<file path="config.mk">
export PLATFORM = sky130hd
export DESIGN_NAME = packed_uint32_varint_codec
export DESIGN_NICKNAME = d
export VERILOG_FILES = /design/src/vcodec_pkg.sv /design/src/vcodec_enc.sv /design/src/vcodec_dec.sv /design/src/packed_uint32_varint_codec.sv
export SDC_FILE = /design/constraint.sdc
export NUM_CORES = 1
export LEC_CHECK = 0
export BUFFER_PORTS_ARGS = -buffer_cell sky130_fd_sc_hd__buf_2
export CAP_MARGIN = 0
export CORE_ASPECT_RATIO = 0.75
export CORE_MARGIN = 4
export CORE_UTILIZATION = 45
export DETAILED_ROUTE_END_ITERATION = 10
export GPL_ROUTABILITY_DRIVEN = 0
export PLACE_DENSITY = 0.71
export SLEW_MARGIN = 15
export SYNTH_ARGS = -nofsm -noshare
export SYNTH_HDL_FRONTEND = slang
export SYNTH_SLANG_ARGS = --single-unit
</file>
<file path="constraint.sdc">
create_clock -name clk_i -period 2.5 [get_ports clk_i]
set_clock_uncertainty 0.15 [all_clocks]
set_input_delay 0 -clock clk_i [delete_from_list [all_inputs] [get_ports clk_i]]
set_output_delay 0 -clock clk_i [all_outputs]
set_load 0.03 [all_outputs]
</file>
<file path="src/vcodec_pkg.sv">
`default_nettype none

package vcodec_pkg;

  localparam int unsigned VALUE_W    = 32;
  localparam int unsigned BYTE_W     = 8;
  localparam int unsigned GROUP_BITS = 7;
  localparam int unsigned MAX_GROUPS = 5;
  localparam int unsigned CNT_W      = 3;

  typedef enum logic [1:0] {
    STAT_BYTE    = 2'd0,
    STAT_VALUE   = 2'd1,
    STAT_CORRUPT = 2'd2
  } status_e;

  // encoder view toward the output stage
  typedef struct packed {
    logic              busy;
    logic [BYTE_W-1:0] data;
    logic              last;
  } enc_out_t;

  // decoder result for the accepted byte
  typedef struct packed {
    logic               valid;
    status_e            status;
    logic [VALUE_W-1:0] value;
  } dec_out_t;

endpackage

`default_nettype wire

</file>
<file path="src/vcodec_enc.sv">
`default_nettype none

module vcodec_enc (
  input  wire logic                          clk_i,
  input  wire logic                          rst_ni,
  input  wire logic                          start_i,
  input  wire logic                          advance_i,
  input  wire logic [vcodec_pkg::VALUE_W-1:0] value_i,
  output vcodec_pkg::enc_out_t               enc_o
);
  import vcodec_pkg::*;

  logic               busy_q, busy_d;
  logic [VALUE_W-1:0] rest_q, rest_d;
  logic [VALUE_W-1:0] src;
  logic               more;

  // low group of the remaining bits goes out; the rest shifts down 7
  assign src  = busy_q ? rest_q : value_i;
  assign more = |src[VALUE_W-1:GROUP_BITS];

  always_comb begin
    busy_d = busy_q;
    rest_d = rest_q;
    if (start_i || advance_i) begin
      busy_d = more;
      rest_d = {{GROUP_BITS{1'b0}}, src[VALUE_W-1:GROUP_BITS]};
    end
  end

  always_ff @(posedge clk_i or negedge rst_ni) begin
    if (!rst_ni) begin
      busy_q <= 1'b0;
    end else begin
      busy_q <= busy_d;
    end
  end

  always_ff @(posedge clk_i) begin
    rest_q <= rest_d;
  end

  assign enc_o.busy = busy_q;
  assign enc_o.data = {src[GROUP_BITS-1:0], more};
  assign enc_o.last = !more;

endmodule

`default_nettype wire

</file>
<file path="src/vcodec_dec.sv">
`default_nettype none

module vcodec_dec (
  input  wire logic                         clk_i,
  input  wire logic                         rst_ni,
  input  wire logic                         en_i,
  input  wire logic [vcodec_pkg::BYTE_W-1:0] byte_i,
  output vcodec_pkg::dec_out_t              dec_o
);
  import vcodec_pkg::*;

  logic [VALUE_W-1:0]    acc_q, acc_d;
  logic [CNT_W-1:0]      cnt_q, cnt_d;
  logic [GROUP_BITS-1:0] grp;
  logic [VALUE_W-1:0]    merged;

  assign grp = byte_i[BYTE_W-1:1];

  // each group lands in its own 7-bit lane; the fifth keeps 4 bits
  always_comb begin
    merged = acc_q;
    case (cnt_q)
      3'd0:    merged[6:0]   = grp;
      3'd1:    merged[13:7]  = grp;
      3'd2:    merged[20:14] = grp;
      3'd3:    merged[27:21] = grp;
      3'd4:    merged[31:28] = grp[3:0];
      default: merged        = acc_q;
    endcase
  end

  always_comb begin
    acc_d        = acc_q;
    cnt_d        = cnt_q;
    dec_o.valid  = 1'b0;
    dec_o.status = STAT_VALUE;
    dec_o.value  = merged;
    if (en_i) begin
      if (cnt_q >= CNT_W'(MAX_GROUPS)) begin
        acc_d        = '0;
        cnt_d        = '0;
        dec_o.valid  = 1'b1;
        dec_o.status = STAT_CORRUPT;
        dec_o.value  = '0;
      end else if (!byte_i[0]) begin
        acc_d       = '0;
        cnt_d       = '0;
        dec_o.valid = 1'b1;
      end else begin
        acc_d = merged;
        cnt_d = cnt_q + CNT_W'(1);
      end
    end
  end

  always_ff @(posedge clk_i or negedge rst_ni) begin
    if (!rst_ni) begin
      acc_q <= '0;
      cnt_q <= '0;
    end else begin
      acc_q <= acc_d;
      cnt_q <= cnt_d;
    end
  end

`ifndef SYNTHESIS
  a_cnt_range: assert property (@(posedge clk_i) disable iff (!rst_ni)
    cnt_q <= CNT_W'(MAX_GROUPS))
    else $error("group count beyond five");
`endif

endmodule

`default_nettype wire

</file>
<file path="src/packed_uint32_varint_codec.sv">
// Varint codec for 32-bit unsigned values in 7-bit groups, low group first;
// each byte carries its group in bits 7..1 and a more flag in bit 0.
// cfg_wdata_i written with 1 selects encode, 0 decode (reset: decode).
// Encode: one request on value_in_i yields 1 to 5 bytes, shifted out 7
// bits at a time, one per cycle unless the output stalls; the next request
// waits until the last byte is in the output register and it frees up.
// Decode: one byte per cycle unless the output stalls; a clear more flag
// yields the value, a sixth byte in one value yields a corrupt status.
// Throughput is bounded by the single output register and downstream ready.
`default_nettype none

module packed_uint32_varint_codec (
  input  wire logic                          clk_i,
  input  wire logic                          rst_ni,
  input  wire logic                          cfg_we_i,
  input  wire logic                          cfg_wdata_i,
  input  wire logic                          in_valid_i,
  output      logic                          in_ready_o,
  input  wire logic [vcodec_pkg::VALUE_W-1:0] value_in_i,
  input  wire logic [vcodec_pkg::BYTE_W-1:0]  byte_in_i,
  output      logic                          out_valid_o,
  input  wire logic                          out_ready_i,
  output      logic [vcodec_pkg::BYTE_W-1:0]  byte_out_o,
  output      logic [vcodec_pkg::VALUE_W-1:0] value_out_o,
  output      logic [1:0]                    status_o,
  output      logic                          last_of_run_o
);
  import vcodec_pkg::*;

  logic               dir_q;
  logic               out_valid_q, out_valid_d;
  logic [BYTE_W-1:0]  byte_q, byte_d;
  logic [VALUE_W-1:0] value_q, value_d;
  status_e            status_q, status_d;
  logic               last_q, last_d;

  logic     out_free;
  logic     accept;
  enc_out_t enc;
  dec_out_t dec;

  assign out_free   = !out_valid_q || out_ready_i;
  assign in_ready_o = out_free && !enc.busy;
  assign accept     = in_valid_i && in_ready_o;

  vcodec_enc u_enc (
    .clk_i     (clk_i),
    .rst_ni    (rst_ni),
    .start_i   (accept && dir_q),
    .advance_i (enc.busy && out_free),
    .value_i   (value_in_i),
    .enc_o     (enc)
  );

  vcodec_dec u_dec (
    .clk_i  (clk_i),
    .rst_ni (rst_ni),
    .en_i   (accept && !dir_q),
    .byte_i (byte_in_i),
    .dec_o  (dec)
  );

  always_comb begin
    out_valid_d = out_valid_q && !out_ready_i;
    byte_d      = byte_q;
    value_d     = value_q;
    status_d    = status_q;
    last_d      = last_q;
    if (enc.busy && out_free || accept && dir_q) begin
      out_valid_d = 1'b1;
      byte_d      = enc.data;
      value_d     = '0;
      status_d    = STAT_BYTE;
      last_d      = enc.last;
    end else if (dec.valid) begin
      out_valid_d = 1'b1;
      byte_d      = '0;
      value_d     = dec.value;
      status_d    = dec.status;
      last_d      = 1'b1;
    end
  end

  always_ff @(posedge clk_i or negedge rst_ni) begin
    if (!rst_ni) begin
      dir_q       <= 1'b0;
      out_valid_q <= 1'b0;
    end else begin
      out_valid_q <= out_valid_d;
      if (cfg_we_i) begin
        dir_q <= cfg_wdata_i;
      end
    end
  end

  always_ff @(posedge clk_i) begin
    byte_q   <= byte_d;
    value_q  <= value_d;
    status_q <= status_d;
    last_q   <= last_d;
  end

  assign out_valid_o   = out_valid_q;
  assign byte_out_o    = byte_q;
  assign value_out_o   = value_q;
  assign status_o      = status_q;
  assign last_of_run_o = last_q;

`ifndef SYNTHESIS
  a_busy_holds_out: assert property (@(posedge clk_i) disable iff (!rst_ni)
    enc.busy |-> out_valid_q)
    else $error("encoder running without a byte in the output register");

  a_not_last_is_byte: assert property (@(posedge clk_i) disable iff (!rst_ni)
    out_valid_q && !last_q |-> status_q == STAT_BYTE)
    else $error("non-final result that is not an encoded byte");

  a_busy_is_encode: assert property (@(posedge clk_i) disable iff (!rst_ni)
    enc.busy |-> dir_q)
    else $error("encoder busy in decode mode");

  a_no_dec_in_encode: assert property (@(posedge clk_i) disable iff (!rst_ni)
    dec.valid |-> !dir_q && accept)
    else $error("decoder result without an accepted byte");
`endif

endmodule

`default_nettype wire

</file>
==> After elaboration in Yosys (flattened, before gate mapping) <==
Index checks and enable logic that the tools add are counted.
{ "word_totals": {"out_inout_bits": 45, "word_cells": 52, "input_bits": 46, "register_bits": 106} }
{ "op_classes": {"n_eq_ne": 4, "addsub": 1, "magnitude_cmp": 1, "n_reduce_logical": 16, "mux": 20} }
{ "op_table": {"columns": ["op", "n"], "rows": [
  ["32-bit two-way mux", 3],
  ["35-bit two-way mux", 1],
  ["34-bit two-way mux", 1],
  ["7-bit two-way mux", 4],
  ["25-bit OR reduction", 1],
  ["8-bit two-way mux", 2],
  ["3-bit by 2-bit == test with 1-bit output (second input constant)", 2],
  ["1-bit logical AND", 6],
  ["1-bit two-way mux", 6],
  ["3-bit two-way mux", 2],
  ["1-bit logical NOT", 5],
  ["4-bit two-way mux", 1],
  ["3-bit by 1-bit adder with 3-bit output (second input constant)", 1],
  ["3-bit by 1-bit == test with 1-bit output (second input constant)", 1],
  ["3-bit == test (second input constant)", 1],
  ["3-bit >= comparator (second input constant)", 1],
  ["3-bit logical NOT", 1],
  ["1-bit logical OR", 2],
  ["2-bit nonzero test", 1]
]} }

==> Depth between registers and ports, before layout <==
{ "depth": {"depth_word": 8, "depth_mapped": 8, "mapped_depth_nobuf": 6} }

==> Modules after synthesis <==
A second synthesis with hierarchy kept.
{ "unflattened": {"cells_unflattened": 486, "hier_area_um2": 5332.6} }
{ "by_module_without_submodules": {"columns": ["mod", "instances", "cells_each", "seq_area_each_um2", "area_each_um2"], "rows": [
  ["vcodec_dec", 1, 245, 875.8, 2224.6],
  ["packed_uint32_varint_codec", 1, 146, 1001.0, 1765.4],
  ["vcodec_enc", 1, 95, 775.7, 1342.5]
]} }

==> Least setup slack after synthesis <==
Ideal clock, no wire load.
{ "synth_path": {"kind": "register -> register", "from": "register out_valid_q (netlist: out_valid_o)", "to": "register byte_q[0] (netlist: byte_out_o[0]) (enable)", "period_less_slack_ns": 2.553, "path_stages_with_launch": 7, "path_slack_ns": -0.053, "path_buffers": 1, "arrival_ns": 2.073, "required_time_ns": 2.021, "setup_ns": 0.329, "path_cell_list": "dfrtp_1 -> nor2b_4 -> or2_2 -> inv_1 -> a21oi_2 -> buf_2 -> inv_1"} }
{ "synth_between": {"elab_chain_cells": 7, "elab_cells_between_ends": 10, "cone_classes": "1 x mux; 9 x reduce/logical"} }
{ "synth_lines": {"columns": ["item", "line", "source"], "rows": [
  ["start: declaration", "packed_uint32_varint_codec.sv:31", "logic out_valid_q, out_valid_d;"],
  ["start signal: assignment", "packed_uint32_varint_codec.sv:89", "out_valid_q <= out_valid_d;"],
  ["1-bit logical NOT (*)", "packed_uint32_varint_codec.sv:42", "assign out_free = !out_valid_q || out_ready_i;"],
  ["1-bit logical OR (*)", "packed_uint32_varint_codec.sv:42", null],
  ["1-bit logical AND", "packed_uint32_varint_codec.sv:43", "assign in_ready_o = out_free && !enc.busy;"],
  ["1-bit logical AND", "packed_uint32_varint_codec.sv:44", "assign accept = in_valid_i && in_ready_o;"],
  ["1-bit logical AND, on equally long branches", "packed_uint32_varint_codec.sv:58, packed_uint32_varint_codec.sv:69", null],
  ["35-bit two-way mux / 1-bit logical OR (equally long branches)", "vcodec_dec.sv:38, packed_uint32_varint_codec.sv:69", null],
  ["2-bit nonzero test (no source line) (*)", null, null],
  ["end signal: assignment", "packed_uint32_varint_codec.sv:97", "byte_q <= byte_d;"],
  ["end: declaration", "packed_uint32_varint_codec.sv:32", "logic [BYTE_W-1:0] byte_q, byte_d;"]
]} }
Mark *: on every way between the ends. The rest lies on a longest branch, timed or not.
A chain may end at the register's enable or synchronous reset.

==> Worst setup path after layout <==
{ "layout_path": {"from": "register u_dec.cnt_q[1]", "to": "register u_dec.acc_q[8]"} }
{ "layout_between": {"elab_chain_cells": 4, "elab_cells_between_ends": 5, "cone_classes": "1 x order compare; 1 x eq/ne; 3 x mux"} }
{ "layout_lines": {"columns": ["item", "line", "source"], "rows": [
  ["start: declaration", "vcodec_dec.sv:13", "logic [CNT_W-1:0] cnt_q, cnt_d;"],
  ["start signal: assignment", "vcodec_dec.sv:62", "cnt_q <= cnt_d;"],
  ["3-bit by 1-bit == test with 1-bit output", "vcodec_dec.sv:22", "case (cnt_q)"],
  ["7-bit two-way mux", "vcodec_dec.sv:22", null],
  ["32-bit two-way mux", "vcodec_dec.sv:45", "end else if (!byte_i[0]) begin"],
  ["32-bit two-way mux (*)", "vcodec_dec.sv:39", "if (cnt_q >= CNT_W'(MAX_GROUPS)) begin"],
  ["end signal: assignment", "vcodec_dec.sv:58", "acc_q <= '0;"],
  ["end signal: assignment", "vcodec_dec.sv:61", "acc_q <= acc_d;"],
  ["end: declaration", "vcodec_dec.sv:12", "logic [VALUE_W-1:0] acc_q, acc_d;"]
]} }
Marked as above.

==> impl_results.html <==
<table>
<tr><th>Metric</th><th>Value</th></tr>
<tr><th colspan="2">Final layout</th></tr>
<tr><td>Most common cell after layout, fill and taps aside</td><td>buf_2</td></tr>
<tr><td>Inserted Diodes</td><td>0</td></tr>
<tr><td>Final Cell Area</td><td>slightly below 6000 um^2</td></tr>
<tr><td>Net count of the finished layout</td><td>roughly 540</td></tr>
<tr><td>Layout cell share with drive strength beyond 1</td><td>30.1%</td></tr>
<tr><td>Commonest non-fill, non-tap cells in the layout</td><td>buf_2, dlygate4sd3_1, mux2i_1</td></tr>
<tr><td>Layout-stage area growth over the synthesis result</td><td>29.6%</td></tr>
<tr><th colspan="2">Placement</th></tr>
<tr><td>Number of input and output port buffers inserted</td><td>90</td></tr>
<tr><td>Standard cell area after detailed placement</td><td>a little over 5000 um^2</td></tr>
<tr><td>Hpwl dp</td><td>roughly 7200 um</td></tr>
<tr><th colspan="2">Critical path</th></tr>
<tr><td>Category of the worst setup path capture point</td><td>register</td></tr>
<tr><td>Startpoint kind of the worst setup timing path</td><td>register</td></tr>
<tr><td>Worst-path maximum fanout</td><td>8</td></tr>
<tr><td>Crit path kind</td><td>reg -&gt; reg</td></tr>
<tr><td>Critical path required time</td><td>about 2.6 ns</td></tr>
<tr><td>Arrival time of the worst setup path</td><td>approximately 2.4 ns</td></tr>
<tr><th colspan="2">Die</th></tr>
<tr><td># IOs</td><td>91</td></tr>
<tr><td>X dimension of the die</td><td>~120 um</td></tr>
<tr><td>Total core area</td><td>~9800 um^2</td></tr>
<tr><td>Row Count</td><td>31</td></tr>
<tr><td>Area of the die</td><td>~12000 um^2</td></tr>
<tr><td>Initial cell density of the core</td><td>a little under half</td></tr>
<tr><td>DIE HEIGHT</td><td>roughly 95 um</td></tr>
<tr><th colspan="2">Synth</th></tr>
<tr><td>Post-Synthesis Net Count</td><td>402</td></tr>
<tr><td>Count of cell types in the netlist</td><td>43</td></tr>
<tr><td>Number of instances in the synthesized netlist</td><td>around 350</td></tr>
<tr><td>Post-synthesis cell area</td><td>4580 um^2</td></tr>
<tr><td>Fraction of the yosys area taken by sequential cells</td><td>between 50% and 60%</td></tr>
<tr><td>Number of enable-type register cells in the synthesized netlist</td><td>34</td></tr>
<tr><td>Synth warn</td><td>0</td></tr>
<tr><td>Post-synthesis area per instance</td><td>13.1 um^2</td></tr>
<tr><td>Post-synthesis register bit count</td><td>roughly 110</td></tr>
<tr><td>Synth Flop Type</td><td>dfrtp_1</td></tr>
<tr><td>Synth async-reset ratio</td><td>around 36%</td></tr>
<tr><th colspan="2">Power and ir drop</th></tr>
<tr><td>Portion of total power attributed to sequential cells</td><td>a little over two fifths</td></tr>
<tr><td>Pleak</td><td>2.65 nW</td></tr>
<tr><td>Switching power total</td><td>~2.0 mW</td></tr>
<tr><td>Internal portion of total power</td><td>between 4 and 5 mW</td></tr>
<tr><td>Fraction of power spent switching nets</td><td>roughly 32%</td></tr>
<tr><td>Part of the total power dissipated in the clock network</td><td>23.6%</td></tr>
<tr><td>Comb pwr share</td><td>32.9%</td></tr>
<tr><td>Total power after layout</td><td>6.04 mW</td></tr>
<tr><td>Worst IR Drop VDD</td><td>between 0.0004 and 0.0005 V</td></tr>
<tr><td>Cell Pwr Density</td><td>a little over 1000 nW/um^2</td></tr>
<tr><th colspan="2">Global routing</th></tr>
<tr><td>Number of antenna violations at the first check in global routing</td><td>0</td></tr>
<tr><td>Number of global-route vias before repair</td><td>3356</td></tr>
<tr><td>Wire length of the first global-routing pass</td><td>around 17000 um</td></tr>
<tr><td>Overall routing resource usage</td><td>approximately 19%</td></tr>
<tr><td>Maximum number of pins on one net before global-route repair</td><td>39</td></tr>
<tr><td>Aggregate global routing overflow</td><td>0</td></tr>
<tr><th colspan="2">STA</th></tr>
<tr><td>Max-slew violation count</td><td>0</td></tr>
<tr><td>Minimum period implied by the final worst setup slack</td><td>2.29 ns</td></tr>
<tr><td>Unrepaired setup endpoints after global routing</td><td>no</td></tr>
<tr><td>Number of setup violations in the final report</td><td>0</td></tr>
<tr><td>Total Negative Setup Slacks</td><td>0 ns</td></tr>
<tr><td>Worst slack on hold paths</td><td>about 0.16 ns</td></tr>
<tr><td>Highest clock frequency the design can meet</td><td>0.437 GHz</td></tr>
<tr><td>Final hold violation count</td><td>0</td></tr>
<tr><td>Final Cycle Share</td><td>91.5%</td></tr>
<tr><td>Tightest slew margin relative to the limit</td><td>42.4%</td></tr>
<tr><td>Least-Margin Pin Slew</td><td>0.863 ns</td></tr>
<tr><th colspan="2">Routing</th></tr>
<tr><td>Wire length reported by the detailed router</td><td>approximately 11000 um</td></tr>
<tr><td>Number of routed nets with antenna violations</td><td>0</td></tr>
<tr><td>Vias/cell</td><td>5.39</td></tr>
<tr><td>Average wire per standard cell</td><td>17.5 um</td></tr>
<tr><td>1st-iter DRT viols</td><td>between 150 and 200</td></tr>
<tr><td>Number of detailed-route iterations in the first pass</td><td>7</td></tr>
<tr><td>Via count of the routed design</td><td>between 3000 and 4000</td></tr>
<tr><td>Met2 wire len</td><td>approximately 5000 um</td></tr>
<tr><td>Met1 wire length</td><td>between 5000 and 6000 um</td></tr>
<tr><td>Remaining routing DRC violations</td><td>0</td></tr>
<tr><td>Total met3 wirelength after detailed routing</td><td>418 um</td></tr>
<tr><td>Top Metal Used</td><td>met4</td></tr>
<tr><th colspan="2">Clocking</th></tr>
<tr><td>Reg clk slew, reported paths</td><td>0.07 ns</td></tr>
<tr><td>Later-pin clock latency in the skew report</td><td>approximately 0.34 ns</td></tr>
<tr><td>TritonCTS Buffers</td><td>9</td></tr>
<tr><td>TritonCTS clock tree</td><td>done</td></tr>
<tr><td>Clock Root Buffer</td><td>clkbuf_16</td></tr>
<tr><td>H-tree depth</td><td>3</td></tr>
<tr><td>Max clock buf depth</td><td>2</td></tr>
<tr><td>Sink Count</td><td>between 100 and 150</td></tr>
<tr><th colspan="2">Outcome</th></tr>
<tr><td>Result of the run</td><td>completed</td></tr>
<tr><th colspan="2">Min path</th></tr>
<tr><td>Path type of the worst min-delay path</td><td>in -&gt; async</td></tr>
<tr><th colspan="2">Flow run</th></tr>
<tr><td>Count of maximum capacitance violations</td><td>0</td></tr>
</table>
## power by group through the flow
stage / combinational [mW] / clock [mW] / sequential (mW)
after floorplan: 1.30 / 0 / 2.76
after global routing: 2.15 / 1.53 / 2.67
after detailed placement: 1.92 / 0 / 2.66
after global placement: 1.88 / 0 / 2.64
after CTS: 1.99 / 1.46 / 2.63
final: 1.99 / 1.42 / 2.63
## worst max-delay path, cell delays in order, from the launching register on
cell and delay [ns]:
dfrtp_1 0.41, inv_1 0.09, ha_1 0.22, o31ai_2 0.41, and2_1 0.33, buf_4 0.21, a21o_1 0.23, a32o_1 0.17
## stage by stage
step	cells	setup WS (ns)	utilization [%]
floorplan	351	0.115	-
global placement	560	0.372	52.9
detailed placement	560	0.197	52.9
CTS	621	0.188	60.7
global route	621	0.0507	60.7
finish	621	0.214	60.7
## state kept, by name (all words and copies together) (netlist names)
signal and cells:
byte_out_o 8, dir_q 1, last_of_run_o 1, out_valid_o 1, status_o 2, u_dec.acc_q 32, u_dec.cnt_q 3, u_enc.busy_q 1
u_enc.rest_q 25, value_out_o 32
## Yosys cell counts, types with 2 or more instances
library cell	n	share of area [%]
o211a_1	2	0.44
o2bb2ai_1	29	5.5
buf_1	7	0.57
mux2i_1	39	8.5
nor4_1	5	0.68
o31ai_1	3	0.49
nor2_2	2	0.27
nor2b_1	7	0.96
dfxtp_1	34	15
or4b_1	3	0.66
nand2b_1	4	0.55
or3_1	3	0.41
a21oi_1	6	0.66
buf_4	5	0.82
or4_1	3	0.49
nor3_1	3	0.33
clkbuf_1	4	0.33
a21o_1	5	0.82
nand3_1	2	0.22
buf_2	12	1.3
o21ai_0	7	0.76
dfrtp_1	38	21
edfxtp_1	34	22
inv_1	5	0.41
a32o_1	22	4.8
nand2_1	8	0.66
ha_1	5	1.4
mux2_2	19	4.7
nor2_1	12	0.98
a22o_1	9	1.7
and3_1	2	0.27
## cell families after synthesis
| family | Yosys count | synth area share (%) |
|---|---|---|
| AO/OA/AOI/OAI | 89 | 16.4 |
| adder cells (fa/ha/maj) | 5 | 1.37 |
| buffers and inverters | 33 | 3.44 |
| flip-flops | 106 | 57.9 |
| multiplexers | 58 | 13.2 |
| AND/OR/NAND/NOR | 60 | 7.76 |
## what timing repair did
action                                  CTS  global route
resized for setup                         0             1
hold buffers                             45             0
endpoints found under the setup margin    0             1
endpoints found under the hold margin   140             0
buffers inserted                          0             0
## layer usage
metal | GRT usage (%) | vias up
met5 | 0 | -
met4 | 5.20 | 0
met3 | 3.75 | 10
met2 | 29.1 | 83
met1 | 26.4 | 1633
li1 | - | 1621
## area by class of cell
| class | instances | area [um^2] |
|---|---|---|
| clock buffers | 16 | 308 |
| well taps | 132 | 165 |
| fillers | 830 | 3840 |
| repair buffers | 150 | 1020 |
| multi-input cells | 212 | 1770 |
| flip-flops and latches | 106 | 2650 |
| inverters | 5 | 22.5 |
## worst paths after layout
path | start | to | slack [ns] | depth (start not counted)
setup / recovery | u_dec.cnt_q[1] | u_dec.acc_q[8] | 0.21 | 7
hold / removal | rst_ni | u_dec.acc_q[20] | 0.16 | 2
setup reg to reg | u_dec.cnt_q[1] | u_dec.acc_q[8] | 0.21 | 7
hold reg to reg | value_out_o[3] | value_out_o[3] | 0.31 | 1
max in group asynchronous | rst_ni | u_dec.acc_q[0] | 1.50 | 2
min in group clk_i | cfg_we_i | dir_q | 0.29 | 3
Power figures use the tool's default switching activity.
